<file path="config.mk">
export PLATFORM = sky130hd
export DESIGN_NAME = bmlsu_ctrl
export DESIGN_NICKNAME = d
export VERILOG_FILES = /design/src/design/bmlsu_pkg.sv /design/src/design/bmlsu_ctrl.sv
export SDC_FILE = /design/constraint.sdc
export NUM_CORES = 1
export LEC_CHECK = 0
export BUFFER_PORTS_ARGS = -buffer_cell sky130_fd_sc_hd__buf_4
export CAP_MARGIN = 20
export CORE_AREA = 2 2 39 41
export DETAILED_ROUTE_END_ITERATION = 7
export DIE_AREA = 0 0 41 43
export SLEW_MARGIN = 20
export SYNTH_ARGS = -nofsm -noshare
export SYNTH_HDL_FRONTEND = slang
export SYNTH_SLANG_ARGS = --single-unit
</file>
<file path="constraint.sdc">
create_clock -name i_clk -period 2 [get_ports i_clk]
set_input_delay 0.3 -clock i_clk [delete_from_list [all_inputs] [get_ports i_clk]]
set_output_delay 0.3 -clock i_clk [all_outputs]
set_load 0.02 [all_outputs]
</file>
<file path="src/design/bmlsu_pkg.sv">
`timescale 1ns / 1ps
// ----------------------------------------------------------------------------
// bmlsu_pkg
// Shared types for the byte memory load/store unit: access codes,
// controller command and datapath status.
// ----------------------------------------------------------------------------
package bmlsu_pkg;

    typedef enum logic [2:0] {
        ACT_LDR   = 3'd0,
        ACT_LDRB  = 3'd1,
        ACT_LDRH  = 3'd2,
        ACT_LDRSB = 3'd3,
        ACT_LDRSH = 3'd4,
        ACT_STR   = 3'd5,
        ACT_STRB  = 3'd6,
        ACT_STRH  = 3'd7
    } t_action;

    localparam int LANES = 4;

    // controller -> datapath
    typedef struct packed {
        logic capture;   // take the input word
        logic mem_go;    // address checked this cycle; issue bank accesses
        logic take_read; // bank read data valid; build the load result
    } t_cmd;

    // datapath -> controller
    typedef struct packed {
        logic fault;
        logic is_load;
    } t_status;

    // bytes touched by an access
    function automatic logic [2:0] access_size(input t_action act);
        logic [2:0] sz;
        begin
            unique case (act) inside
                ACT_LDR, ACT_STR:              sz = 3'd4;
                ACT_LDRH, ACT_LDRSH, ACT_STRH: sz = 3'd2;
                default:                       sz = 3'd1;
            endcase
            return sz;
        end
    endfunction

endpackage

</file>
<file path="src/design/bmlsu_ctrl.sv">
`timescale 1ns / 1ps
// ----------------------------------------------------------------------------
// bmlsu_ctrl
// Sequencer: accept a word, check the address, access the banks, hold the
// result until the receiver takes it.
// ----------------------------------------------------------------------------
module bmlsu_ctrl
    import bmlsu_pkg::*;
(
    input  logic    i_clk,
    input  logic    i_rst_n,
    input  logic    i_valid,
    output logic    o_ready,
    output logic    o_valid,
    input  logic    i_ready,
    input  t_status i_status,
    output t_cmd    o_cmd
);

    typedef enum logic [1:0] {
        S_IDLE,
        S_ADDR,
        S_READ,
        S_OUT
    } t_state;

    t_state r_state;
    logic   r_in_ready;
    logic   r_out_valid;

    always_ff @(posedge i_clk) begin
        if (!i_rst_n) begin
            r_state     <= S_IDLE;
            r_in_ready  <= 1'b0;
            r_out_valid <= 1'b0;
        end else begin
            unique case (r_state)
                S_IDLE: begin
                    if (i_valid && r_in_ready) begin
                        r_in_ready <= 1'b0;
                        r_state    <= S_ADDR;
                    end else begin
                        r_in_ready <= 1'b1;
                    end
                end
                S_ADDR: begin
                    if (i_status.is_load && !i_status.fault) begin
                        r_state <= S_READ;
                    end else begin
                        r_out_valid <= 1'b1;
                        r_state     <= S_OUT;
                    end
                end
                S_READ: begin
                    r_out_valid <= 1'b1;
                    r_state     <= S_OUT;
                end
                S_OUT: begin
                    if (i_ready) begin
                        r_out_valid <= 1'b0;
                        r_in_ready  <= 1'b1;
                        r_state     <= S_IDLE;
                    end
                end
                default: r_state <= S_IDLE;
            endcase
        end
    end

    always_comb begin
        o_cmd.capture   = (r_state == S_IDLE) && i_valid && r_in_ready;
        o_cmd.mem_go    = (r_state == S_ADDR);
        o_cmd.take_read = (r_state == S_READ);
    end

    assign o_ready = r_in_ready;
    assign o_valid = r_out_valid;

endmodule

</file>
==> results.json <==
{
  "avgSynthCellArea_um2": 9.32,
  "synthTopCellsByArea": "dfxtp_1 (28%), ha_1 (17%), a2111oi_2 (5.2%)",
  "crit_chain": "inv_1 -> ha_1 -> nand3_1 -> clkinv_1 -> buf_4",
  "cap_violations": 0,
  "synth_ff_type": "dfxtp_1",
  "cp_data_arrival_time_ns": 1.43,
  "vias": 260,
  "outcome": "finished clean",
  "ff2ff_setup_slack_ns": 0.55,
  "hold_viol_final": 0,
  "ir_worst_vdd_mv": 0.357,
  "synth_cell_types": 19,
  "grtUsageMet1": 0.0703,
  "grt_pass1_wl_um": 897,
  "groute.usage.overall": 0.0782,
  "postSynth.asyncResetShare": 0,
  "cp_top_family": "buffers and inverters",
  "slew_violations": 0,
  "layout_setup_ws_ns": 0.268,
  "critPathKind": "reg2out",
  "placed_cells": 57,
  "slew_headroom": 0.797,
  "power.density_mw_per_mm2": 819,
  "synthesis.nets": 41,
  "place_hpwl_um": 481,
  "dieWidth_um": 41,
  "fin_crit_sh": 0.866,
  "startpoint_type": "register",
  "ys_seq_area_frac": 0.277,
  "clock-sinks": 4,
  "p_total_mw": 0.333,
  "antenna_found_initial": 0,
  "crit_slowest_cell": "dfxtp_1",
  "tightestPinTransition_ns": 0.304,
  "vias_per_cell": 4.33,
  "fin_util": 0.294,
  "syn_area_um2": 289,
  "synth_top_area_share": 0.277,
  "endpoint_kind": "output port",
  "yosys_warnings": 0,
  "drive_gt1_frac": 0.386,
  "num_rows": 14,
  "synth_top_area_cell": "dfxtp_1",
  "clkTransAtPathRegs_ns": 0.04,
  "max_freq_ghz": 0.577,
  "htree_levels": 1,
  "power.leakage_nw": 0.185,
  "gp_congestion": 0.739,
  "synth-seq-cells": 4,
  "cp_max_fo": 6,
  "finish.net_count": 56,
  "finalSetupViolations": 0,
  "rsz0062_at_grt": "no",
  "synth_common_cells": "dfxtp_1 (4), ha_1 (4), nand2_1 (4)",
  "grt_use_met3": 0.0785,
  "grt_max_degree": 7,
  "fin_area_um2": 407,
  "postCtsSetupBuffers": 0,
  "syn2layout_area_growth_pct": 40.7,
  "hold_path.class": "in2reg",
  "cts_buffers": 3,
  "cts_buffer_depth": 2,
  "fin_cells": 60,
  "antenna_cells": 0,
  "io_pins": 11,
  "dp_slack_ns": 0.495,
  "grt.met2_usage": 0.128,
  "core_mm2": 0.00138,
  "grt_pass1_vias": 232,
  "period_needed_ns": 1.73,
  "cts_resized": 0,
  "port-buffer-count": 10,
  "first_iter_violations": 3,
  "postCtsHoldBufs": 0,
  "firstDrtPassIters": 2,
  "holdWs_ns": 0.347,
  "insertion_delay_ns": 0.24,
  "ant_nets": 0,
  "synth_edf_count": 0,
  "drc": 0,
  "dpl-instance-area_um2": 384,
  "grt_overflow": 0,
  "worstPathRequired_ns": 1.70,
  "skew_ns": 0.00482,
  "cts-root-buf": "clkbuf_4",
  "cts_tree": "built",
  "syn_inst": 31,
  "busiest_layer": "met2",
  "wl_per_cell_um": 9.75,
  "initial_utilization": 0.209,
  "num-fill-cells": 151,
  "worst-path-buf-inv": 3,
  "totalWireLength_um": 585,
  "cpPeakStageDelay_ns": 0.38,
  "fp.dieH_um": 43,
  "tns_ns": 0,
  "die_area_mm2": 0.00176
}
worst register-to-register path, cell delays in order, from the launching register on:
cell and delay [ns]:
dfxtp_1 0.38, inv_1 0.12, ha_1 0.29, nand3_1 0.14, clkinv_1 0.11, o31ai_2 0.24
a211oi_2 0.05
area by class of cell:
class,instances,area (um2),area share
well taps,16,20.0,0.0492
clock buffers,3,22.5,0.0554
repair buffers,10,75.1,0.185
inverters,3,11.3,0.0277
multi-input cells,24,198,0.486
flip-flops and latches,4,80.1,0.197
placed cells by master (no fill, tap or decap), drive strengths merged:
cell type / instances
mux2i: 1
and3b: 1
o221a: 1
dfxtp: 4
buf: 10
nand3: 2
o21ai: 1
a211oi: 1
clkinv: 1
inv: 2
a2111oi: 1
a21oi: 1
nand3b: 1
nand2: 4
clkbuf: 3
o31ai: 1
nor2: 2
nor2b: 1
nand2b: 1
ha: 4
and2b: 1
power breakdown:
group / switching (mW) / internal [mW]
clock network: 0.0336 / 0.0672
logic: 0.0675 / 0.0585
registers: 0.0117 / 0.0944
total: 0.113 / 0.220
metal layers:
metal	vias up	routed length [um]	part of all wire
li1	136	-	-
met1	116	232	0.40
met2	8	289	0.49
met3	0	63	0.11
met4	0	0	0
met5	-	0	0
final timing paths:
check,end,start,depth (start not counted)
worst max-delay path,o_cmd[2],r_state[0],5
worst min-delay path,o_valid,i_rst_n,3
worst max register to register,r_state[0],r_state[0],6
worst min register to register,o_valid,o_valid,2
registers in the layout, indices dropped and copies added (netlist names):
name and flops:
o_ready 1, o_valid 1, r_state 2
cells by family (layout without fill, tap and decap cells):
logic type                 count (synthesis)  in the layout  synth area share
and+or+nand+nor                           13             13             0.264
adders and majority gates                  4              4             0.173
muxes                                      1              1            0.0346
buffers and inverters                      3             16            0.0390
DFF                                        4              4             0.277
AOI/OAI and AO/OA                          6              6             0.212
Power figures use the tool's default switching activity.
